--- config.mk ---
export PLATFORM = sky130hd
export DESIGN_NAME = eqz_cordic_step
export DESIGN_NICKNAME = d
export VERILOG_FILES = /design/src/hw/rtl/eqz_pkg.sv /design/src/hw/rtl/eqz_cordic_step.sv
export SDC_FILE = /design/constraint.sdc
export NUM_CORES = 1
export LEC_CHECK = 0
export BUFFER_PORTS_ARGS = -buffer_cell sky130_fd_sc_hd__buf_4
export CAP_MARGIN = 0
export CELL_PAD_IN_SITES_DETAIL_PLACEMENT = 0
export CELL_PAD_IN_SITES_GLOBAL_PLACEMENT = 1
export CORE_UTILIZATION = 42
export DETAILED_ROUTE_END_ITERATION = 8
export PLACE_DENSITY_LB_ADDON = 0.2
export SLEW_MARGIN = 25
export SYNTH_ARGS = -nofsm -noshare
export SYNTH_HDL_FRONTEND = slang
export SYNTH_SLANG_ARGS = --single-unit
export TNS_END_PERCENT = 20
--- constraint.sdc ---
create_clock -name clk -period 2.9 [get_ports clk]
set_clock_uncertainty 0.05 [all_clocks]
set_input_delay 0.29 -clock clk [delete_from_list [all_inputs] [get_ports clk]]
set_output_delay 0.29 -clock clk [all_outputs]
set_load 0.1 [all_outputs]
--- src/hw/rtl/eqz_pkg.sv ---
package eqz_pkg;

  localparam int AngleBits   = 18;
  localparam int QuatBitsDef = 16;
  localparam int StepsDef    = 16;
  localparam int AtanDepth   = 32;

  // CORDIC datapath widths
  localparam int XyBits    = 33;
  localparam int ZBits     = 34;
  localparam int TrigBits  = 32;
  localparam int TermBits  = 34;

  localparam logic signed [XyBits-1:0] CordicGain = XyBits'(652032874);

  // reciprocal of 45 for the angle scaling, 2^23 / 45 rounded down
  localparam int RecipShift = 23;
  localparam logic [17:0] Recip45 = 18'(186413);
  localparam logic [6:0] Div45 = 7'd45;
  localparam int FracEntries = 45;

  typedef logic [31:0] atan_tbl_t [AtanDepth];
  typedef logic [19:0] frac_tbl_t [FracEntries];

  localparam atan_tbl_t AtanPhase = '{
    32'h20000000, 32'h12E4051D, 32'h09FB385B, 32'h051111D4,
    32'h028B0D43, 32'h0145D7E1, 32'h00A2F61E, 32'h00517C55,
    32'h0028BE53, 32'h00145F2F, 32'h000A2F98, 32'h000517CC,
    32'h00028BE6, 32'h000145F3, 32'h0000A2FA, 32'h0000517D,
    32'h000028BE, 32'h0000145F, 32'h00000A30, 32'h00000518,
    32'h0000028C, 32'h00000146, 32'h000000A3, 32'h00000051,
    32'h00000029, 32'h00000014, 32'h0000000A, 32'h00000005,
    32'h00000003, 32'h00000001, 32'h00000001, 32'h00000000
  };

  // phase of a remainder r < 45: (r * 2^20 + 22) / 45, built at elaboration
  function automatic frac_tbl_t build_frac();
    frac_tbl_t t;
    for (int i = 0; i < FracEntries; i++) begin
      t[i] = 20'((longint'(i) * 64'd1048576 + 64'd22) / 64'd45);
    end
    return t;
  endfunction

  localparam frac_tbl_t FracPhase = build_frac();

  // Q30 product rounded back to Q30
  function automatic logic signed [TermBits-1:0] mul30(
    input logic signed [TrigBits-1:0] a,
    input logic signed [TrigBits-1:0] b
  );
    logic signed [63:0] p;
    p = 64'(a) * 64'(b) + 64'sd536870912;
    return TermBits'(p >>> 30);
  endfunction

endpackage

--- src/hw/rtl/eqz_cordic_step.sv ---
// One rotation-mode CORDIC iteration, registered
module eqz_cordic_step #(
  parameter int IDX = 0
) (
  input  logic                               clk,
  input  logic                               en,
  input  logic signed [eqz_pkg::XyBits-1:0]  x_in,
  input  logic signed [eqz_pkg::XyBits-1:0]  y_in,
  input  logic signed [eqz_pkg::ZBits-1:0]   z_in,
  input  logic                               flip_in,
  output logic signed [eqz_pkg::XyBits-1:0]  x,
  output logic signed [eqz_pkg::XyBits-1:0]  y,
  output logic signed [eqz_pkg::ZBits-1:0]   z,
  output logic                               flip
);
  import eqz_pkg::*;

  logic signed [XyBits-1:0] dx;
  logic signed [XyBits-1:0] dy;
  logic signed [ZBits-1:0]  da;

  assign dx = y_in >>> IDX;
  assign dy = x_in >>> IDX;
  assign da = ZBits'(signed'({1'b0, AtanPhase[IDX]}));

  always_ff @(posedge clk) begin
    if (en) begin
      flip <= flip_in;
      if (!z_in[ZBits-1]) begin
        x <= x_in - dx;
        y <= y_in + dy;
        z <= z_in - da;
      end else begin
        x <= x_in + dx;
        y <= y_in - dy;
        z <= z_in + da;
      end
    end
  end

endmodule

; Word-level counts from Yosys, hierarchy flattened
; Cells that the tools add are included.
[totals]
regBits = 101
output_inout_bits = 101
input_bits = 103
elab_cells = 12
[classes]
mux = 3
add_sub_neg = 5
[ops]
columns = operator, count
row1 = two-way mux 33 bit, 2
row2 = subtractor 33 bit, 2
row3 = "adder 34 x 31 -> 34 bit, second input constant", 1
row4 = two-way mux 34 bit, 1
row5 = "subtractor 34 x 31 -> 34 bit, second input constant", 1
row6 = adder 33 bit, 1

; Longest topological paths before layout
; Gate-level depths: netlist of the first run.
[logic_depth]
word_depth = 2
mapped_depth = 12
depth_no_buf = 11

; Least setup slack after synthesis of the first run
; OpenSTA, ideal clock, no wires.
[synth_path]
kind = input to register
start = in x_in[0] in the netlist's numbering
end = reg x[32] in the netlist's numbering (data pin)
required_time_ps = 2584
n_path_buf = 0
arrival_time_ps = 2378
stages = 10
setup_ps = 266
slack_ps = 206
path_cell_list = ha_1 -> fa_1 -> nor2b_1 -> o211ai_2 -> a31oi_1 -> o22a_1 -> a221o_1 -> a31o_1 -> a221oi_2 -> xor2_1
[synth_via]
elab_chain_len = 2
word_cells_on_any_way = 3
classes_between = 2 x add/sub / 1 x mux
[synth_rtl]
columns = element, line_no
row1 = "start, declared", eqz_cordic_step.sv:7  ; input logic signed [eqz_pkg::XyBits-1:0] x_in,
row2 = subtractor 33 bit / adder 33 bit (equally long branches), "eqz_cordic_step.sv:30, eqz_cordic_step.sv:34"
row3 = two-way mux 33 bit (*), eqz_cordic_step.sv:29  ; if (!z_in[ZBits-1]) begin
row4 = "end signal, assigned", eqz_cordic_step.sv:30  ; x <= x_in - dx;
row5 = "end signal, assigned", eqz_cordic_step.sv:34  ; x <= x_in + dx;
row6 = "end, declared", eqz_cordic_step.sv:11  ; output logic signed [eqz_pkg::XyBits-1:0] x,
; Mark *: on every way between the ends. The rest lies on a longest branch, timed or not.
; A chain may end at the register's enable or synchronous reset.

; Worst setup path after layout of the first run
; Ends and elaborated chain as after synthesis.

==> impl_metrics.env, run 1 <==
export IMPL_outcome="finished, final reports clean"
export IMPL_clk_pin_slew_worst_paths_ns=0.07
export IMPL_p_leak_nw=5.485
export IMPL_crit_path_top_delay_cell="fa_1"
export IMPL_fin_crit_sh_pct=94.70
export IMPL_crit_path_start_kind="primary input"
export IMPL_final_layout_size_suffix_gt1_share_pct=31.35
export IMPL_dieArea_um2=21660
export IMPL_pre_cts_ws_ns=-0.2674
export IMPL_wl_per_cell_um=18.27
export IMPL_finalSetupViolations=0
export IMPL_relSlewSlack_pct=55.37
export IMPL_diodes=0
export IMPL_synth_main_ff_cell="edfxtp_1"
export IMPL_path_delay_family="compound AO/OA/AOI/OAI gates"
export IMPL_clkSinkCount=100
export IMPL_layout_nets=1531
export IMPL_antenna_found_initial=0
export IMPL_synth_compound_area_share_pct=24.07
export IMPL_crit_path_max_incr_delay_ns=0.42
export IMPL_synth_xor_area_share_pct=6.430
export IMPL_drv_slew=0
export IMPL_layout_setup_ws_ns=0.1537
export IMPL_drt_pass1_iter_count=6
export IMPL_io_buffers=203
export IMPL_cts_root_buf="clkbuf_16"
export IMPL_die_x_um=147.2
export IMPL_finalHoldViolCount=0
export IMPL_cts_buffers_inserted=9
export IMPL_max_slew_worst_pin_slew_ns=0.6590
export IMPL_async_flop_share_pct=0
export IMPL_rows=52
export IMPL_path_cells="buf_4 -> ha_1 -> fa_1 -> nor2b_1 -> o211ai_2 -> a31oi_2 -> o22a_1 -> a221o_1 -> a31o_1 -> a221oi_2 -> xor2_1"
export IMPL_endpoint_kind="register"
export IMPL_ys_ff_latch=100
export IMPL_synth_edf_count=100
export IMPL_cp_max_fo=5
export IMPL_grt_max_degree=46
export IMPL_start_util_pct=43.34
export IMPL_required_ns=2.93
export IMPL_syn_avg_cell_area_um2=8.943
export IMPL_fillCellCount=1909
export IMPL_grt_pass1_wl_mm=45.66
export IMPL_grt_overflow=0
export IMPL_fin_crit_ns=2.746
export IMPL_routed_wirelength_mm=29.23
export IMPL_p_per_area_nw_per_um2=566.8
export IMPL_postCtsSetupRepairBufs=0
export IMPL_drv_cap=0
export IMPL_rsz0062_at_grt="true"
export IMPL_critPathBufInv=1
export IMPL_gp_congestion=0.9386
export IMPL_muxShareOfSynthArea_pct=1.131
export IMPL_min_path_type="primary input to register"
export IMPL_worst_ir_drop_vdd_uv=343.8
export IMPL_die_h_um=147.2
export IMPL_synth_area_um2=8853
export IMPL_synth_adder_area_share_pct=14.90
export IMPL_viasPerCell=5.432
export IMPL_ioPinCount=204
export IMPL_syn_inst=990
export IMPL_coreArea_um2=20430
export IMPL_setup_tns_ns=0
export IMPL_grt_pass1_vias=8352
export IMPL_synthSimpleGateAreaFrac_pct=12.87
export IMPL_synth_top_family_by_area="compound AO/OA/AOI/OAI gates"
export IMPL_dpl_hpwl_mm=24.45
export IMPL_ant_nets=0
export IMPL_synthesis_nets=1196
export IMPL_area_growth_pct=36.94
export IMPL_drc_errors=0
export IMPL_arrival_ns=2.78
export IMPL_ys_seq_area_share_pct=33.92
export IMPL_cts_max_level=3
export IMPL_critPathKind="primary input to register"
export IMPL_fmax_mhz=364.1
export IMPL_drt_iter0_drc=598
export IMPL_cts_tree="done"
export IMPL_cts_buffer_depth=2
export IMPL_synth_cell_types=76
export IMPL_yosys_warnings=0
export IMPL_grt_use_total_pct=27.19
export IMPL_vias=8691
## layout make-up
cell class              count  area, um2  share of cell area (%)
multi-input cells         742       5274                   43.50
flip-flops and latches    100       3003                   24.77
repair buffers            371       2798                   23.08
inverters                 101      379.1                   3.127
well taps                 270      337.8                   2.786
clock buffers               9      225.2                   1.858
clock inverters             7      107.6                  0.8875
## cells in the final DEF, fill, tap and decap left out, types with 8 or more instances in the layout
cell type	instances
a211oi_1	13
a21o_1	14
a21oi_1	111
buf_4	370
clkbuf_16	9
edfxtp_1	100
ha_1	99
inv_1	94
mux2i_1	10
nand2_1	51
nand2b_1	11
nand3_1	18
nand4_1	11
nor2_1	74
nor2b_1	8
nor3_1	17
nor4_1	9
o211ai_1	13
o21ai_0	72
o21bai_1	16
o31ai_1	11
or3_1	8
xnor2_1	58
## sequential cells by signal (all words and copies together), names as in the netlist
signal / flops
flip: 1
x: 33
y: 32
z: 34
## cell families after synthesis
group,count (synthesis)
fa+ha+maj,103
simple gates,233
mux,10
buf+inv,148
xor+xnor,65
compound gates,331
flops,100
## cell usage after synthesis, drive strengths merged (5+ instances only)
library cell | count | share of area [%]
nand2b | 11 | 0.78
nor2b | 9 | 0.66
nand4 | 11 | 0.78
a21oi | 114 | 6.5
xnor2 | 58 | 5.7
nand3 | 18 | 1.0
nor3 | 18 | 1.0
a21o | 14 | 1.2
nor4 | 10 | 0.88
clkbuf | 23 | 0.98
nor2 | 74 | 3.1
nand2 | 51 | 2.2
o221ai | 7 | 0.69
o211ai | 14 | 1.2
or3 | 8 | 0.57
or2 | 8 | 0.57
inv | 97 | 4.1
a211oi | 17 | 1.7
xor2 | 7 | 0.69
mux2i | 10 | 1.1
edfxtp | 100 | 34
o21bai | 16 | 1.4
ha | 99 | 14
o21a | 5 | 0.42
a31oi | 7 | 0.49
o21ai | 79 | 4.5
buf | 24 | 1.4
o31ai | 12 | 1.1
## power breakdown
group          internal (mW)  total [mW]  leakage (nW)  switching, mW
Clock                  0.772        1.35         0.160          0.575
Combinational           1.04        3.59          4.35           2.55
Sequential              1.86        1.93         0.979         0.0692
Total                   3.68        6.87          5.48           3.19
## worst paths after layout
kind | start | endpoint | depth (start not counted)
setup / recovery | x_in[0] | x[32] | 11
hold / removal | z_in[20] | z[20] | 1
## metal layers
layer / part of all wire (%) / GRT usage (%)
met1: 46 / 38.04
met2: 44 / 42.76
met3: 7.6 / 4.783
met4: 2.3 / 7.938
met5: 0 / 0
## stage by stage
step / cells / util (%) / hold slack, ns / power, mW / area, um2
finish: 1600 / 59.35 / 0.06562 / 6.872 / 12120
global placement: 1584 / 57.64 / 0.4179 / 5.520 / 11780
global route: 1600 / 59.35 / 0.04690 / 7.144 / 12120
floorplan: 990 / - / 0.3389 / 4.428 / 8853
detailed placement: 1584 / 57.64 / 0.4193 / 5.539 / 11780
CTS: 1600 / 59.27 / 0.05491 / 6.877 / 12110
## timing repair
action	4_1_cts	5_1_grt
setup endpoints to repair	0	13
hold buffers	0	0
gates resized for setup	0	5
(Power assumes the default switching activity.)
==> inputs of run 2 (changes only) <==
==> constraint.sdc (replaced) <==
create_clock -name clk -period 2.9 [get_ports clk]
set_clock_uncertainty 0.05 [all_clocks]
set_input_delay 0.435 -clock clk [delete_from_list [all_inputs] [get_ports clk]]
set_output_delay 0.435 -clock clk [all_outputs]
set_load 0.1 [all_outputs]
==> impl_metrics.env, run 2 (synthesis gave the netlist of run 1 again) <==
export IMPL_met3_usage_pct=4.534
export IMPL_hp_start="z_in[20]"
export IMPL_diodes=0
export IMPL_critPathKind="primary input to register"
export IMPL_cts_buffers_inserted=9
export IMPL_outcome="finished, final reports clean"
export IMPL_fillCellCount=1907
export IMPL_utilization_pct=61.50
export IMPL_grt_use_total_pct=26.99
export IMPL_largestRegisters="z (34), x (33), y (32)"
export IMPL_cts_tree="done"
export IMPL_cp_max_fo=5
export IMPL_rows=52
export IMPL_endpoint_kind="register"
export IMPL_cts_buffer_depth=2
export IMPL_grt_use_met2_pct=42.41
export IMPL_gp_congestion=0.9431
export IMPL_fin_crit_ns=2.813
export IMPL_crit_path_start_kind="primary input"
export IMPL_coreArea_um2=20430
export IMPL_grt_max_degree=43
export IMPL_layout_setup_ws_ns=0.08663
export IMPL_clkSinkCount=100
export IMPL_finalHoldViolCount=0
export IMPL_drv_slew=0
export IMPL_setup_tns_ns=0
export IMPL_ant_nets=0
export IMPL_die_x_um=147.2
export IMPL_start_util_pct=43.34
export IMPL_pre_cts_ws_ns=-0.4025
export IMPL_seqCellArea_um2=3003
export IMPL_fin_crit_sh_pct=97.01
export IMPL_layout_cells_non_filler=1641
export IMPL_drt_iter0_drc=691
export IMPL_dieArea_um2=21660
export IMPL_cts_max_level=3
export IMPL_area_growth_pct=41.92
export IMPL_finalSetupViolations=0
export IMPL_grt_busiest_layer="met2"
export IMPL_rsz0062_at_grt="false"
export IMPL_final_cell_mix="buf_4 (407), a21oi_1 (107), edfxtp_1 (100)"
export IMPL_io_buffers=203
export IMPL_drc_errors=0
export IMPL_fmax_mhz=355.4
export IMPL_required_ns=2.95
export IMPL_layout_nets=1572
export IMPL_viasPerCell=5.395
export IMPL_relSlewSlack_pct=53.97
export IMPL_wl_per_cell_um=18.01
export IMPL_grt_util_met1_pct=38.19
export IMPL_ioPinCount=204
export IMPL_worst_ir_drop_vdd_uv=308.4
export IMPL_die_h_um=147.2
export IMPL_final_common_cell="buf_4"
export IMPL_antenna_found_initial=0
export IMPL_crit_start="y_in[0]"
export IMPL_largest_reg_flops=34
export IMPL_multi_input_area_um2=5401
export IMPL_cts_root_buf="clkbuf_16"
export IMPL_place_inst=1624
export IMPL_max_slew_worst_pin_slew_ns=0.6842
export IMPL_grt_pass1_vias=8450
export IMPL_drt_pass1_iter_count=5
export IMPL_p_per_area_nw_per_um2=550.3
export IMPL_routed_wirelength_mm=29.55
export IMPL_final_layout_size_suffix_gt1_share_pct=34.57
export IMPL_grt_overflow=0
export IMPL_min_path_type="primary input to register"
export IMPL_vias=8853
export IMPL_dpl_hpwl_mm=24.33
export IMPL_drv_cap=0
export IMPL_grt_pass1_wl_mm=45.54
export IMPL_p_leak_nw=5.694
export IMPL_clk_pin_slew_worst_paths_ns=0.09
export IMPL_arrival_ns=2.86
export IMPL_regMostFlops="z"
==> run 2: layer usage <==
metal / vias to the layer above / wire (um)
met1: 4116 / 13530
met4: 0 / 581
met3: 35 / 2278
li1: 4329 / -
met5: - / 0
met2: 373 / 13160
==> run 2: path summary, 6_finish.rpt <==
kind,end,cells past startpoint
max,x[32],11
min,z[20],1
==> run 2: cell type report <==
cell class,instances,area share [%]
Clock inverter,7,0.6373
Inverter,101,3.017
Sequential cell,100,23.90
Multi-Input combinational cell,742,42.99
Tap cell,270,2.689
Clock buffer,9,1.792
Timing Repair Buffer,412,24.98
==> run 2: repair_timing <==
item                                    in CTS  in global routing
setup buffers                                0                  1
pin swaps                                    1                  8
gates resized for setup                      1                 30
endpoints found under the setup margin       3                 20
hold buffers                                 0                  0
endpoints found under the hold margin        0                  0
==> run 2: through the flow <==
stage               area, um2  power, mW  hold slack (ns)
floorplan                8853      4.428           0.4839
global placement        12100      5.580           0.5629
finish                  12560      6.915           0.2154
global route            12560      7.189           0.1993
detailed placement      12100      5.600           0.5644
CTS                     12410      6.884           0.2033
==> run 2: worst max-delay path, cell delays in order <==
cell	delay [ns]
buf_6	0.10
ha_4	0.16
fa_2	0.41
nor2b_4	0.16
o211ai_4	0.22
a31oi_4	0.12
o22a_1	0.21
a221o_1	0.42
a31o_1	0.27
a221oi_2	0.26
xor2_1	0.09
==> run 2: where the power goes <==
group / switching, mW / total, mW / leakage [nW] / internal [mW]
clock network: 0.605 / 1.29 / 0.148 / 0.684
registers: 0.0677 / 1.93 / 0.979 / 1.86
logic: 2.58 / 3.70 / 4.57 / 1.11
total: 3.26 / 6.91 / 5.69 / 3.66
==> inputs of run 3 (changes only) <==
--- a/config.mk
+++ b/config.mk
@@ -9,7 +9,7 @@
 export CAP_MARGIN = 0
 export CELL_PAD_IN_SITES_DETAIL_PLACEMENT = 0
 export CELL_PAD_IN_SITES_GLOBAL_PLACEMENT = 1
-export CORE_UTILIZATION = 42
+export CORE_UTILIZATION = 30
 export DETAILED_ROUTE_END_ITERATION = 8
 export PLACE_DENSITY_LB_ADDON = 0.2
 export SLEW_MARGIN = 25
==> impl_metrics.env, run 3 (synthesis gave the netlist of run 1 again) <==
export IMPL_outcome="finished, final reports clean"
export IMPL_gp_congestion=0.9090
export IMPL_largestRegisters="z (34), x (33), y (32)"
export IMPL_cp_max_fo=5
export IMPL_ant_nets=0
export IMPL_p_leak_nw=5.834
export IMPL_coreArea_um2=28860
export IMPL_layout_cells_non_filler=1785
export IMPL_routed_wirelength_mm=30.73
export IMPL_finalSetupViolations=0
export IMPL_vias=8891
export IMPL_critPathKind="primary input to register"
export IMPL_cts_buffer_depth=2
export IMPL_fin_crit_ns=2.877
export IMPL_final_layout_size_suffix_gt1_share_pct=35.69
export IMPL_min_path_type="primary input to register"
export IMPL_rsz0062_at_grt="true"
export IMPL_max_slew_worst_pin_slew_ns=0.6106
export IMPL_dieArea_um2=30200
export IMPL_layout_setup_ws_ns=0.02279
export IMPL_postLayoutCellArea_um2=12870
export IMPL_clkSinkCount=100
export IMPL_viasPerCell=4.981
export IMPL_cts_max_level=3
export IMPL_netSwitchingPower_mw=3.244
export IMPL_grt_use_total_pct=20.22
export IMPL_final_cell_mix="buf_4 (440), a21oi_1 (109), edfxtp_1 (100)"
export IMPL_area_growth_pct=45.34
export IMPL_wl_per_cell_um=17.22
export IMPL_clk_pin_slew_worst_paths_ns=0.08
export IMPL_layout_nets=1602
export IMPL_regMostFlops="z"
export IMPL_grt_pass1_vias=8601
export IMPL_drt_pass1_iter_count=5
export IMPL_combinationalPowerShare_pct=53.7
export IMPL_grt_overflow=0
export IMPL_place_inst=1767
export IMPL_required_ns=2.95
export IMPL_cts_root_buf="clkbuf_16"
export IMPL_setup_tns_ns=0
export IMPL_arrival_ns=2.93
export IMPL_fillCellCount=2888
export IMPL_final_common_cell="buf_4"
export IMPL_internal_power_mw=3.686
export IMPL_worst_ir_drop_vdd_uv=314.2
export IMPL_ioPinCount=204
export IMPL_io_buffers=203
export IMPL_drv_slew=0
export IMPL_pwr_share_seq_pct=27.9
export IMPL_switching_share_pct=46.81
export IMPL_die_x_um=173.8
export IMPL_pre_cts_ws_ns=-0.5570
export IMPL_fmax_mhz=347.6
export IMPL_relSlewSlack_pct=58.65
export IMPL_rows=62
export IMPL_drv_cap=0
export IMPL_cts_buffers_inserted=9
export IMPL_endpoint_kind="register"
export IMPL_finalHoldViolCount=0
export IMPL_drc_errors=0
export IMPL_grt_max_degree=92
export IMPL_dpl_hpwl_mm=25.44
export IMPL_p_clk_share_pct=18.4
export IMPL_cts_tree="done"
export IMPL_crit_path_start_kind="primary input"
export IMPL_grt_pass1_wl_mm=47.71
export IMPL_drt_iter0_drc=689
export IMPL_p_per_area_nw_per_um2=538.6
export IMPL_start_util_pct=30.68
export IMPL_largest_reg_flops=34
export IMPL_fin_crit_sh_pct=99.21
export IMPL_diodes=0
export IMPL_place_area_um2=12450
export IMPL_antenna_found_initial=0
export IMPL_die_h_um=173.8
[run 3: changes by cell type in the layout (fill, tap and decap cells not counted), sizes merged]
| cell | change |
|---|---|
| inv | -1 |
| buf | +30 |
| clkbuf | +1 |
[run 3: area by class of cell]
| cell class | instances | area [um2] | area share, % |
|---|---|---|---|
| tap | 384 | 480.5 | 3.734 |
| sequential | 100 | 3003 | 23.34 |
| multi-input combinational | 742 | 5361 | 41.67 |
| timing repair buffer | 442 | 3343 | 25.98 |
| clock inverter | 6 | 71.32 | 0.5543 |
| clock buffer | 10 | 229.0 | 1.779 |
| inverter | 101 | 379.1 | 2.946 |
[run 3: critical path, cell delays in order]
cell	delay [ns]
buf_4	0.12
ha_1	0.22
fa_1	0.39
nor2b_2	0.18
o211ai_2	0.22
a31oi_2	0.15
o22a_1	0.22
a221o_1	0.41
a31o_1	0.24
a221oi_2	0.24
xor2_1	0.09
[run 3: metal layers]
layer	part of all wire (%)	track usage [%]	vias up
met4	1.5	5.190	0
met5	0	0	-
met2	45	31.95	288
li1	-	-	4389
met3	5.6	3.136	30
met1	48	28.59	4184
[run 3: worst paths after layout]
| path | startpoint | depth (start not counted) | endpoint |
|---|---|---|---|
| setup / recovery | x_in[0] | 11 | x[32] |
| hold / removal | z_in[25] | 1 | z[25] |
[run 3: repair_timing]
| action | CTS | global route |
|---|---|---|
| endpoints found under the setup margin | 5 | 21 |
| pin swaps | 1 | 6 |
| buffers inserted | 0 | 2 |
| resized for setup | 3 | 20 |
| hold buffers | 0 | 0 |
[run 3: power groups by stage]
stage	sequential, mW	combinational (mW)	clock, mW
final	1.93	3.72	1.27
after floorplan	3.42	1.01	0
after global placement	1.97	3.69	0
after detailed placement	1.97	3.69	0
after global routing	1.95	3.92	1.36
after CTS	1.94	3.70	1.31
[run 3: metrics by stage]
stage | utilization, % | hold WS, ns | total power, mW
after floorplan | - | 0.4839 | 4.428
after global placement | 43.14 | 0.5634 | 5.651
after detailed placement | 43.14 | 0.5643 | 5.658
after CTS | 44.22 | 0.1778 | 6.954
after global routing | 44.59 | 0.1754 | 7.239
final | 44.59 | 0.1922 | 6.930
