### config.mk
export PLATFORM = sky130hd
export DESIGN_NAME = eqz_phase
export DESIGN_NICKNAME = d
export VERILOG_FILES = /design/src/hw/rtl/eqz_pkg.sv /design/src/hw/rtl/eqz_phase.sv
export SDC_FILE = /design/constraint.sdc
export NUM_CORES = 1
export LEC_CHECK = 0
export BUFFER_PORTS_ARGS = -buffer_cell sky130_fd_sc_hd__clkbuf_2
export CORE_ASPECT_RATIO = 1.75
export CORE_MARGIN = 2
export CORE_UTILIZATION = 45
export CTS_CLUSTER_DIAMETER = 200
export DETAILED_ROUTE_END_ITERATION = 6
export GPL_ROUTABILITY_DRIVEN = 0
export PLACE_DENSITY = 0.6
export SLEW_MARGIN = 40
export SYNTH_ARGS = -nofsm -noshare
export SYNTH_HDL_FRONTEND = slang
export SYNTH_SLANG_ARGS = --single-unit
### constraint.sdc
create_clock -name clk -period 9.2 [get_ports clk]
set_clock_uncertainty 0.15 [all_clocks]
set_input_delay 0 -clock clk [delete_from_list [all_inputs] [get_ports clk]]
set_output_delay 0 -clock clk [all_outputs]
set_load 0.01 [all_outputs]
### src/hw/rtl/eqz_pkg.sv
package eqz_pkg;

  localparam int AngleBits   = 18;
  localparam int QuatBitsDef = 16;
  localparam int StepsDef    = 16;
  localparam int AtanDepth   = 32;

  // CORDIC datapath widths
  localparam int XyBits    = 33;
  localparam int ZBits     = 34;
  localparam int TrigBits  = 32;
  localparam int TermBits  = 34;

  localparam logic signed [XyBits-1:0] CordicGain = XyBits'(652032874);

  // reciprocal of 45 for the angle scaling, 2^23 / 45 rounded down
  localparam int RecipShift = 23;
  localparam logic [17:0] Recip45 = 18'(186413);
  localparam logic [6:0] Div45 = 7'd45;
  localparam int FracEntries = 45;

  typedef logic [31:0] atan_tbl_t [AtanDepth];
  typedef logic [19:0] frac_tbl_t [FracEntries];

  localparam atan_tbl_t AtanPhase = '{
    32'h20000000, 32'h12E4051D, 32'h09FB385B, 32'h051111D4,
    32'h028B0D43, 32'h0145D7E1, 32'h00A2F61E, 32'h00517C55,
    32'h0028BE53, 32'h00145F2F, 32'h000A2F98, 32'h000517CC,
    32'h00028BE6, 32'h000145F3, 32'h0000A2FA, 32'h0000517D,
    32'h000028BE, 32'h0000145F, 32'h00000A30, 32'h00000518,
    32'h0000028C, 32'h00000146, 32'h000000A3, 32'h00000051,
    32'h00000029, 32'h00000014, 32'h0000000A, 32'h00000005,
    32'h00000003, 32'h00000001, 32'h00000001, 32'h00000000
  };

  // phase of a remainder r < 45: (r * 2^20 + 22) / 45, built at elaboration
  function automatic frac_tbl_t build_frac();
    frac_tbl_t t;
    for (int i = 0; i < FracEntries; i++) begin
      t[i] = 20'((longint'(i) * 64'd1048576 + 64'd22) / 64'd45);
    end
    return t;
  endfunction

  localparam frac_tbl_t FracPhase = build_frac();

  // Q30 product rounded back to Q30
  function automatic logic signed [TermBits-1:0] mul30(
    input logic signed [TrigBits-1:0] a,
    input logic signed [TrigBits-1:0] b
  );
    logic signed [63:0] p;
    p = 64'(a) * 64'(b) + 64'sd536870912;
    return TermBits'(p >>> 30);
  endfunction

endpackage

### src/hw/rtl/eqz_phase.sv
// Half angle to folded 32-bit phase, two register stages
module eqz_phase (
  input  logic                              clk,
  input  logic                              en,
  input  logic signed [eqz_pkg::AngleBits-1:0] angle,
  output logic signed [eqz_pkg::ZBits-1:0]  z,
  output logic                              flip
);
  import eqz_pkg::*;

  logic        neg;
  logic [17:0] mag;
  logic [35:0] prod;

  logic [17:0] mag_abs;
  logic [12:0] q_est;
  logic [17:0] r_est;
  logic [12:0] q;
  logic [5:0]  r;
  logic [31:0] p;
  logic [31:0] phase;

  assign mag_abs = angle[AngleBits-1] ? 18'(-angle) : 18'(angle);

  // stage 1: magnitude times reciprocal of 45
  always_ff @(posedge clk) begin
    if (en) begin
      neg  <= angle[AngleBits-1];
      mag  <= mag_abs;
      prod <= 36'(mag_abs) * 36'(Recip45);
    end
  end

  // quotient correction, remainder table, sign and fold
  always_comb begin
    q_est = prod[RecipShift +: 13];
    r_est = mag - 18'(13'(q_est) * 18'(Div45));
    if (r_est >= 18'(Div45)) begin
      q = q_est + 13'd1;
      r = 6'(r_est - 18'(Div45));
    end else begin
      q = q_est;
      r = 6'(r_est);
    end
    p     = {q[11:0], 20'd0} + {12'd0, FracPhase[r]};
    phase = neg ? (32'd0 - p) : p;
  end

  // stage 2: folded phase
  always_ff @(posedge clk) begin
    if (en) begin
      flip <= (phase[31:30] == 2'b01) || (phase[31:30] == 2'b10);
      if ((phase[31:30] == 2'b01) || (phase[31:30] == 2'b10)) begin
        z <= ZBits'(signed'({~phase[31], phase[30:0]}));
      end else begin
        z <= ZBits'(signed'(phase));
      end
    end
  end

endmodule

== Yosys cells after proc, flatten, opt, wreduce, memory -nomap -nowiden ==
Memories as Yosys holds them, arrays and structs flattened.
Index checks and enable logic that the tools add are counted.
W data, S select, Z words.

* $add $sub $neg: 6
* Multiply operators: 2
* Order comparisons: 2
* Eq/ne operators: 2
* Mux-type cells: 7
* Bitwise operators: 2
* Reductions and logical operators: 1

{| class="wikitable"
|+ Operators with widths
! cell !! number
|-
| $mux W20 || 2
|-
| $mul A18 B18 Y36 const B || 1
|-
| $mux W34 || 1
|-
| $add A32 B20 Y32 || 1
|-
| $mux W32 || 1
|-
| $sub A1 B32 Y32 const A || 1
|-
| $ge A18 B6 Y1 const B || 1
|-
| $mul A13 B6 Y18 const B || 1
|-
| $mux W18 || 1
|-
| $neg A18 Y18 || 1
|-
| $sub A18 B18 Y18 || 1
|-
| $add A12 B1 Y12 const B || 1
|-
| $mux W12 || 1
|-
| $ge A7 B7 Y1 const B || 1
|-
| $not A6 Y7 || 1
|-
| $mux W6 || 1
|-
| $sub A6 B6 Y6 const B || 1
|-
| $eq A2 B1 Y1 const B || 1
|-
| $eq A2 B2 Y1 const B || 1
|-
| $logic_or A1 B1 Y1 || 1
|-
| $not A1 Y1 || 1
|}

* Flip-flop bits (word level): 90
* Memory bits (read-only): 1280
* Bits of input ports: 20
* Word-level logic and storage cells: 28
* Memories: 1

{| class="wikitable"
|+ Memories
! memory !! depth !! bits a word !! rd ports !! clocked after Yosys merged registers in !! write ports !! line !! text
|-
| (name not given) || 64 || 20 || 1 || 0 || 0 || eqz_phase.sv:45 || <nowiki>p = {q[11:0], 20'd0} + {12'd0, FracPhase[r]};</nowiki>
|}

== Longest topological paths before layout ==
Gate-level depths: netlist of run 1.

* Depth in word-level cells: 14
* Depth in mapped cells: 36
* Mapped depth without buffers: 33

== Least setup slack after synthesis of run 1 ==
No wires, ideal clock.

* Path type: register -> register
* Start point: reg prod[32]
* End point: reg flip, data pin
* Library setup time: 0.261 ns
* Data arrival time: 7.921 ns
* Data required time: 8.789 ns
* Slack: 0.869 ns
* Cell stages (with the launch flop): 36
* Path buffers: 4
* Clock period less this slack: 8.331 ns
* Cells stage by stage: edfxtp_1 -> ha_1 -> inv_1 -> fa_1 -> inv_1 -> fa_1 -> fa_1 -> inv_1 -> ha_1 -> buf_2 -> a21oi_1 -> o21ai_0 -> a22o_1 -> or4_4 -> a2111oi_1 -> and4_1 -> buf_6 -> nand2_2 -> buf_2 -> a21oi_1 -> inv_1 -> ha_1 -> clkbuf_1 -> inv_1 -> nor2_1 -> nand2_1 -> nor2_1 -> a41oi_1 -> o31ai_1 -> or4b_2 -> o32ai_1 -> a211oi_2 -> nor3b_2 -> or4b_4 -> nor3_1 -> o311a_1

* Word-level cells in the longest chain between the ends: 13
* Elaborated cells on any way between the ends: 16
* Those cells by class: 4 x add/sub; 1 x mul; 1 x order compare; 2 x eq/ne; 5 x mux; 1 x bitwise; 1 x reduce/logical; 1 x memory

{| class="wikitable"
|+ RTL lines
! element !! line !! text
|-
| from (decl) || eqz_phase.sv:13 || <nowiki>logic [35:0] prod;</nowiki>
|-
| from (signal assigned) || eqz_phase.sv:30 || <nowiki>prod <= 36'(mag_abs) * 36'(Recip45);</nowiki>
|-
| $mul A13 B6 Y18 || eqz_phase.sv:37 || <nowiki>r_est = mag - 18'(13'(q_est) * 18'(Div45));</nowiki>
|-
| $sub A18 B18 Y18 || eqz_phase.sv:37 ||
|-
| $ge A18 B6 Y1 || eqz_phase.sv:38 || <nowiki>if (r_est >= 18'(Div45)) begin</nowiki>
|-
| $mux W6 || eqz_phase.sv:38 ||
|-
| $not A6 Y7 (implied by the code) || eqz_phase.sv:45 ||
|-
| $mem_v2 Z64 W20 || -- ||
|-
| $mux W20 (implied by the code) (2 in series) || eqz_phase.sv:45 ||
|-
| $add A32 B20 Y32 (*) || eqz_phase.sv:45 ||
|-
| $sub A1 B32 Y32 || eqz_phase.sv:46 || <nowiki>phase = neg ? (32'd0 - p) : p;</nowiki>
|-
| $mux W32 (*) || eqz_phase.sv:46 ||
|-
| $eq A2 B1 Y1 / $eq A2 B2 Y1 (equally long branches) || eqz_phase.sv:52 || <nowiki>flip <= (phase[31:30] == 2'b01) || (phase[31:30] == 2'b10);</nowiki>
|-
| $logic_or A1 B1 Y1 (*) || eqz_phase.sv:52 ||
|-
| to (signal assigned) || eqz_phase.sv:52 ||
|-
| to (decl) || eqz_phase.sv:7 || <nowiki>output logic flip</nowiki>
|}

Mark *: on every way between the ends. The rest lies on a longest branch, timed or not. The select of a mux whose other input is x is not followed.
A chain may end at the register's enable or synchronous reset.

== Final worst setup path of run 1 ==
* Start point: reg prod[30]
* End point: reg flip, data pin

Same word-level chain as after synthesis.

==> results of run 1 <==
through the flow:
step | setup slack [ps] | hold WS, ps | area, um^2 | instances | utilization
final | 476 | -3.04 | 13700 | 1802 | 0.501
after global routing | 72.6 | 10.9 | 13700 | 1802 | 0.501
after CTS | 242 | 1.39 | 13600 | 1800 | 0.498
after detailed placement | 250 | 255 | 13200 | 1781 | 0.486
after global placement | 424 | 251 | 13200 | 1781 | 0.484
after floorplan | 869 | -51.1 | 12400 | 1368 | -
sequential cells by signal, summed over array words and instances (netlist names):
| name | flops |
|---|---|
| prod | 13 |
| flip | 1 |
| z | 31 |
| mag | 18 |
| neg | 1 |
cells in the mapped netlist (all sizes together), types with 5 or more instances:
| library cell | n |
|---|---|
| inv | 247 |
| ha | 187 |
| fa | 126 |
| nand2 | 90 |
| a21oi | 72 |
| nor2 | 67 |
| o21ai | 65 |
| edfxtp | 64 |
| xnor2 | 57 |
| nand3 | 31 |
| nor3 | 31 |
| xor2 | 27 |
| clkbuf | 25 |
| buf | 23 |
| a211oi | 22 |
| o31ai | 14 |
| a21o | 13 |
| or3 | 13 |
| a31oi | 11 |
| and4 | 9 |
| nor4 | 9 |
| a2111oi | 8 |
| nand2b | 8 |
| o21a | 8 |
| o41ai | 8 |
| and3 | 7 |
| mux2i | 7 |
| nand4 | 7 |
| nor2b | 7 |
| o211ai | 7 |
| a211o | 6 |
| a31o | 6 |
| and2 | 6 |
| or2 | 6 |
| nand3b | 5 |
| or4 | 5 |
cell type report:
type                    count  area (um^2)  area share
clock inverters             7         71.3     0.00522
clock buffers               9          225      0.0165
inverters                 248          931      0.0682
well taps                 369          462      0.0338
multi-input cells        1008         9430       0.691
flip-flops and latches     64         1920       0.141
repair buffers             97          613      0.0449
metal layers:
| metal | share of wire | vias to the layer above | track usage |
|---|---|---|---|
| met4 | 0.089 | 0 | 0.191 |
| met1 | 0.30 | 5050 | 0.243 |
| met3 | 0.043 | 185 | 0.0296 |
| li1 | - | 4847 | - |
| met2 | 0.57 | 418 | 0.534 |
| met5 | 0 | - | 0 |
timing repair:
item,4_1_cts,5_1_grt
endpoints found under the setup margin,0,15
gates resized for setup,0,7
buffers inserted,0,1
endpoints found under the hold margin,3,0
hold buffers,3,0
path summary, 6_finish.rpt:
kind / to / slack [ps] / cells after the start
worst max-delay path: flip$_DFFE_PP_ / 480 / 29
worst min-delay path: mag[14]$_DFFE_PP_ / -3 / 2
worst max register to register: flip$_DFFE_PP_ / 480 / 29
worst min register to register: z[23]$_DFFE_PP_ / 730 / 2
logic make-up (layout without fill, tap and decap cells):
family | Yosys count | count (layout) | synth area share
adders and majority gates | 313 | 313 | 0.392
xor gates and xnor gates | 85 | 85 | 0.0623
muxes | 11 | 11 | 0.00927
DFF | 64 | 64 | 0.155
buffers and inverters | 296 | 361 | 0.0946
and+or+nand+nor | 313 | 313 | 0.129
AOI/OAI and AO/OA | 286 | 286 | 0.158
worst max-delay path, delay by kind of cell, from the launching register on:
family                   cells  cell delay [ps]
buffers and inverters        4              530
flip-flops                   1              490
adder cells (fa/ha/maj)      7             2750
AO/OA/AOI/OAI               10             3030
AND/OR/NAND/NOR              8             1500
==> results.sh, run 1 <==
export IMPL_status="finished with violations"
export IMPL_failed_checks="DRC, hold timing"
export IMPL_drtIter0Drc=930
export IMPL_coreArea_mm2=0.0272
export IMPL_max_freq_mhz=115
export IMPL_first_pass_iters=7
export IMPL_grt_ovfl_total=0
export IMPL_avgSynthCellArea_um2=9.07
export IMPL_grt_max_degree=65
export IMPL_die_area_mm2=0.0290
export IMPL_start_util=0.456
export IMPL_async_flop_share=0
export IMPL_final_common_cell="inv_1"
export IMPL_ant_nets=0
export IMPL_antenna_found_initial=0
export IMPL_clock_latency_ps=340
export IMPL_grt_pass1_vias=11071
export IMPL_cp_startpoint="prod[30]$_DFFE_PP_"
export IMPL_wirelength_mm=37.6
export IMPL_cp_required_ps=9150
export IMPL_area_delta_synth_final_pct=9.96
export IMPL_period_needed_ps=8720
export IMPL_synth_yosys_warnings=0
export IMPL_synthDistinctLibCells=93
export IMPL_worstSetupPathType="reg -> reg"
export IMPL_drv_slew=0
export IMPL_cts_tree="built"
export IMPL_post_dp_hpwl_mm=31.6
export IMPL_period_share=0.948
export IMPL_syn_inst=1368
export IMPL_fp_dieW_um=130
export IMPL_syn_area_mm2=0.0124
export IMPL_min_path_type="in -> reg"
export IMPL_ys_flop_type="edfxtp_1"
export IMPL_fp_row_count=80
export IMPL_hold_start="en"
export IMPL_io_buffers=54
export IMPL_cts_made_buffers=9
export IMPL_cp_arrival_ps=8670
export IMPL_cap_violations=0
export IMPL_cts_sinks=64
export IMPL_hold_ws_ps=-3.04
export IMPL_start_kind="flop"
export IMPL_vias=10500
export IMPL_yosys_top_cells_area="fa_1, ha_1, edfxtp_1"
export IMPL_fillers=2637
export IMPL_path_clk_slew_ps=60
export IMPL_worst_pin_slew_ps=891
export IMPL_nets=1761
export IMPL_hold_violations=3
export IMPL_grt_pass1_wl_mm=58.8
export IMPL_cts_max_level=3
export IMPL_diodes=0
export IMPL_ys_ff_latch=64
export IMPL_grt_setup_unrepaired="false"
export IMPL_mappedNetlistNets=1701
export IMPL_cp_slowest_stage_delay_ps=730
export IMPL_worstSetupEndpointType="flop"
export IMPL_dieHeight_um=224
export IMPL_setup_viol=0
export IMPL_r2r_start="prod[30]$_DFFE_PP_"
export IMPL_mostFrequentLayoutCells="inv_1, ha_1, fa_1"
export IMPL_slew_headroom=0.404
export IMPL_synth_top_area_cell="fa_1"
export IMPL_synth_edf_count=64
export IMPL_slowest_stage="o32ai_1"
export IMPL_viasPerCell=5.83
export IMPL_cts_root_buf="clkbuf_16"
export IMPL_setup_tns_final_ps=0
export IMPL_drive_above_1_share=0.116
export IMPL_grt_usage=0.269
export IMPL_ios=55
export IMPL_cp_common_cell="ha_1"
export IMPL_crit_fanout=8
export IMPL_clockBufferDepth=2
export IMPL_synth_top_area_frac=0.203
export IMPL_drc=27
export IMPL_yosysSeqAreaShare=0.155
export IMPL_wire_per_inst_um=20.9
Power of run 1 is left out: the tool's default activity adds up to more than one toggle a clock period on the data nets, which glitch-free logic cannot reach.
==> run 2, diff against run 1 <==
Settings changed: BUFFER_PORTS_ARGS -buffer_cell sky130_fd_sc_hd__clkbuf_2 to -buffer_cell sky130_fd_sc_hd__buf_2.
==> run 2 against run 1 <==
Net effect:
- the flow finishes with violations (hold timing)
- non-clock buffer count down 2
- cell count shrank 0.11%
- critical path depth is 4 higher
- setup slack got worse by 55 ps
- wire length grew 0.41%
- flip-flop and latch count is the same
- cell area shrank 0.66%
- global-route usage is essentially flat
- hold slack worse by 1.1 ps
- count of clock-buffer cells in the layout unchanged
- fmax decreased by 0.62%
- critical path type unchanged
==> results.sh, run 2 (synthesis results as in run 1) <==
export IMPL_min_to="mag[12]$_DFFE_PP_"
export IMPL_grt_pass1_vias=10991
export IMPL_cp_slowest_stage_delay_ps=510
export IMPL_clockBufferDepth=2
export IMPL_post_route_cell_area_mm2=0.0136
export IMPL_period_share=0.954
export IMPL_fp_row_count=80
export IMPL_hold_ws_ps=-4.15
export IMPL_cts_made_buffers=9
export IMPL_status="finished with violations"
export IMPL_drc=0
export IMPL_antenna_found_initial=0
export IMPL_cap_violations=0
export IMPL_wire_per_inst_um=21.0
export IMPL_grt_setup_unrepaired="false"
export IMPL_area_delta_synth_final_pct=9.23
export IMPL_max_freq_mhz=114
export IMPL_vias=10475
export IMPL_cts_sinks=64
export IMPL_grt_pass1_wl_mm=58.5
export IMPL_ff2ff_setup_slack_ps=420
export IMPL_post_dp_hpwl_mm=31.6
export IMPL_setup_viol=0
export IMPL_worstSetupPathType="reg -> reg"
export IMPL_path_clk_slew_ps=60
export IMPL_drv_slew=0
export IMPL_setup_tns_final_ps=0
export IMPL_io_buffers=54
export IMPL_worst_pin_slew_ps=892
export IMPL_cts_root_buf="clkbuf_16"
export IMPL_nets=1759
export IMPL_failed_checks="hold timing"
export IMPL_crit_fanout=19
export IMPL_start_kind="flop"
export IMPL_start_util=0.456
export IMPL_drive_above_1_share=0.108
export IMPL_register_area_mm2=0.00192
export IMPL_cp_required_ps=9150
export IMPL_slowest_stage="fa_1"
export IMPL_hold_start="en"
export IMPL_critPathTopFamily="compound AO/OA/AOI/OAI gates"
export IMPL_min_path_type="in -> reg"
export IMPL_dieHeight_um=224
export IMPL_cts_tree="built"
export IMPL_first_pass_iters=5
export IMPL_worstSetupEndpointType="flop"
export IMPL_multiInputGateArea_mm2=0.00937
export IMPL_r2r_cells=33
export IMPL_drtIter0Drc=800
export IMPL_r2r_end="flip$_DFFE_PP_"
export IMPL_fp_dieW_um=130
export IMPL_slew_headroom=0.401
export IMPL_largest_reg_flops=31
export IMPL_clock_latency_ps=350
export IMPL_cp_startpoint="prod[24]$_DFFE_PP_"
export IMPL_fillers=2675
export IMPL_die_area_mm2=0.0290
export IMPL_placed_cell_area_mm2=0.0132
export IMPL_reg_top3="z (31), mag (18), prod (13)"
export IMPL_layout_setup_ws_ps=421
export IMPL_ios=55
export IMPL_top_register="z"
export IMPL_diodes=0
export IMPL_grt_ovfl_total=0
export IMPL_cp_arrival_ps=8730
export IMPL_dpl_worst_slack_ps=421
export IMPL_r2r_start="prod[24]$_DFFE_PP_"
export IMPL_hold_violations=4
export IMPL_grt_max_degree=65
export IMPL_coreArea_mm2=0.0272
export IMPL_grt_usage=0.270
export IMPL_min_path_cells=2
export IMPL_cts_max_level=3
export IMPL_viasPerCell=5.82
export IMPL_final_common_cell="inv_1"
export IMPL_cp_common_cell="ha_1"
export IMPL_cp_buffers_inverters=5
export IMPL_period_needed_ps=8780
export IMPL_mostFrequentLayoutCells="inv_1, ha_1, fa_1"
export IMPL_ant_nets=0
export IMPL_wirelength_mm=37.8
==> run 2: changes by cell type in the layout (fill, tap and decap cells not counted), sizes merged <==
| cell | delta |
|---|---|
| buf | +50 |
| bufinv | -1 |
| clkbuf | -53 |
| clkinv | +1 |
| clkinvlp | +1 |
| dlygate4sd3 | +1 |
| inv | -1 |
==> run 2: timing repair <==
action	CTS	global route
buffers inserted	0	0
hold endpoints to repair	4	0
hold buffers	4	0
setup endpoints to repair	0	21
gates resized for setup	0	3
==> run 2: metal layers <==
| metal | track usage | part of all wire | vias up |
|---|---|---|---|
| li1 | - | - | 4832 |
| met1 | 0.239 | 0.31 | 5061 |
| met2 | 0.529 | 0.56 | 402 |
| met3 | 0.0296 | 0.035 | 180 |
| met4 | 0.209 | 0.094 | 0 |
| met5 | 0 | 0 | - |
==> run 2: final cells by class <==
class,count,area share
timing repair buffer,95,0.0443
multi-input combinational,1008,0.691
tap,369,0.0340
sequential,64,0.142
clock buffer,9,0.0166
inverter,248,0.0686
clock inverter,7,0.00360
==> run 2: metrics by stage <==
| step | utilization | hold slack, ps | cells |
|---|---|---|---|
| 3_3_place_gp | 0.484 | 209 | 1779 |
| 6_report | 0.498 | -4.15 | 1800 |
| 5_1_grt | 0.498 | 4.46 | 1800 |
| 3_5_place_dp | 0.485 | 215 | 1779 |
| 2_1_floorplan | - | -51.1 | 1368 |
| 4_1_cts | 0.497 | 0.962 | 1799 |
==> run 2: worst max-delay path by stage <==
stage / endpoint / depth (start not counted)
4_1_cts: flip$_DFFE_PP_ / 35
3_5_place_dp: flip$_DFFE_PP_ / 35
2_1_floorplan: flip$_DFFE_PP_ / 35
3_3_place_gp: flip$_DFFE_PP_ / 35
5_1_grt: flip$_DFFE_PP_ / 35
6_report: flip$_DFFE_PP_ / 33
==> run 2: worst reg2reg max path, delay by kind of cell, from the launching register on <==
kind / cells / cell delay, ps
AOI/OAI and AO/OA: 12 / 2780
xor gates and xnor gates: 1 / 190
adders and majority gates: 7 / 2670
DFF: 1 / 480
muxes: 1 / 390
and+or+nand+nor: 7 / 1220
buffers and inverters: 5 / 670
Power of run 2 is left out for the same reason.
==> run 3, diff against run 2 <==
Settings changed: BUFFER_PORTS_ARGS -buffer_cell sky130_fd_sc_hd__buf_2 to not set, CORE_UTILIZATION 45 to 62, DONT_BUFFER_PORTS set to 1, PLACE_DENSITY 0.6 to 0.77.
==> run 3 against run 2 <==
Net effect:
- the run ends with DRC left
- via count rose by 2.4%
- fmax fell by 0.78%
- sequential share of layout area up 0.35 points
- cell area shrank 2.4%
- count of clock-buffer cells in the layout stayed put
- flip-flop and latch count unchanged
- highest routed layer unchanged
- wire length is 5.1% lower
- first-iteration DRC count up 14%
- register-to-register slack worse by 70 ps
- die area is 27% lower
==> results.sh, run 3 (synthesis results as in run 1) <==
export IMPL_status="finished with violations"
export IMPL_failed_checks="DRC"
export IMPL_grt_pass1_wl_mm=56.2
export IMPL_min_path_type="in -> reg"
export IMPL_worst_pin_slew_ps=863
export IMPL_mostFrequentLayoutCells="inv_1, ha_1, fa_1"
export IMPL_vias=10729
export IMPL_layout_setup_ws_ps=352
export IMPL_post_route_util=0.673
export IMPL_drc=5
export IMPL_start_util=0.632
export IMPL_cts_made_buffers=9
export IMPL_viasPerCell=6.60
export IMPL_slew_headroom=0.417
export IMPL_period_share=0.962
export IMPL_grt_max_degree=65
export IMPL_cts_max_level=3
export IMPL_fp_dieW_um=111
export IMPL_io_buffers=0
export IMPL_drv_slew=0
export IMPL_antenna_found_initial=0
export IMPL_crit_fanout=28
export IMPL_cts_tree="built"
export IMPL_worstSetupPathType="reg -> reg"
export IMPL_r2r_start="prod[30]$_DFFE_PP_"
export IMPL_cap_violations=0
export IMPL_slowest_stage="fa_1"
export IMPL_setup_tns_final_ps=0
export IMPL_fp_row_count=68
export IMPL_max_freq_mhz=113
export IMPL_worstSetupEndpointType="flop"
export IMPL_crit_end="z[23]$_DFFE_PP_"
export IMPL_cp_arrival_ps=8760
export IMPL_clockBufferDepth=2
export IMPL_top_register="z"
export IMPL_cp_slowest_stage_delay_ps=590
export IMPL_r2r_cells=28
export IMPL_die_area_mm2=0.0212
export IMPL_grt_ovfl_total=0
export IMPL_nets=1708
export IMPL_cts_sinks=64
export IMPL_setup_viol=0
export IMPL_period_needed_ps=8850
export IMPL_wire_per_inst_um=22.0
export IMPL_ant_nets=0
export IMPL_cp_required_ps=9110
export IMPL_coreArea_mm2=0.0197
export IMPL_dpl_worst_slack_ps=242
export IMPL_largest_reg_flops=31
export IMPL_first_pass_iters=7
export IMPL_area_delta_synth_final_pct=6.62
export IMPL_path_clk_slew_ps=60
export IMPL_ios=55
export IMPL_r2r_end="z[23]$_DFFE_PP_"
export IMPL_fillers=1508
export IMPL_dieHeight_um=191
export IMPL_start_kind="flop"
export IMPL_min_path_cells=2
export IMPL_final_common_cell="inv_1"
export IMPL_ff2ff_setup_slack_ps=350
export IMPL_grt_pass1_vias=11122
export IMPL_reg_top3="z (31), mag (18), prod (13)"
export IMPL_drive_above_1_share=0.0638
export IMPL_grt_usage=0.343
export IMPL_post_dp_hpwl_mm=28.7
export IMPL_drtIter0Drc=909
export IMPL_wirelength_mm=35.8
export IMPL_diodes=0
export IMPL_cp_startpoint="prod[30]$_DFFE_PP_"
export IMPL_hold_violations=0
export IMPL_hold_ws_ps=28.8
export IMPL_cts_root_buf="clkbuf_16"
export IMPL_clock_latency_ps=340
==> run 3: cell types whose count changed in the layout (fill, tap and decap cells not counted), sizes merged <==
cell / before / now
bufinv: 0 / 1
inv: 247 / 248
buf: 91 / 24
dlygate4sd3: 4 / 20
clkinv: 5 / 4
clkinvlp: 3 / 2
==> run 3: cell type report <==
class	count	area, um^2	share of cell area
multi-input cells	1008	9380	0.709
clock buffers	9	225	0.0170
inverters	248	931	0.0703
repair buffers	44	400	0.0302
clock inverters	7	71.3	0.00539
flip-flops and latches	64	1920	0.145
well taps	245	307	0.0232
==> run 3: stage by stage <==
stage	std cells	cell area, um^2
floorplan	1368	12400
CTS	1624	13200
global placement	1587	12600
global route	1625	13200
detailed placement	1587	12700
finish	1625	13200
==> run 3: worst min path at each step <==
stage               startpoint                to  slack, ps
floorplan             angle[0]  mag[0]$_DFFE_PP_        -50
global placement      angle[0]  mag[0]$_DFFE_PP_        -50
detailed placement    angle[0]  mag[0]$_DFFE_PP_        -50
CTS                   angle[7]  mag[8]$_DFFE_PP_          6
global route          angle[7]  mag[8]$_DFFE_PP_         20
finish                angle[7]  mag[8]$_DFFE_PP_         30
==> run 3: routing by layer <==
metal,share of wire,GRT usage,vias up
met1,0.29,0.305,5124
met3,0.060,0.0545,255
met2,0.54,0.654,622
met5,0,0,-
met4,0.11,0.309,0
li1,-,-,4728
==> run 3: critical path: cells and delay by family (launching register included) <==
family | cells | cell delay [ps]
and+or+nand+nor | 6 | 1650
AOI/OAI and AO/OA | 12 | 2890
adders and majority gates | 6 | 2660
DFF | 1 | 490
buffers and inverters | 3 | 510
xor gates and xnor gates | 1 | 180
==> run 3: what timing repair did <==
item                       in CTS  in global routing
hold endpoints to repair       82                  0
buffers inserted                0                  1
resized for setup               0                  7
hold buffers                   21                  0
setup endpoints to repair       0                 14
Power of run 3 is left out for the same reason.
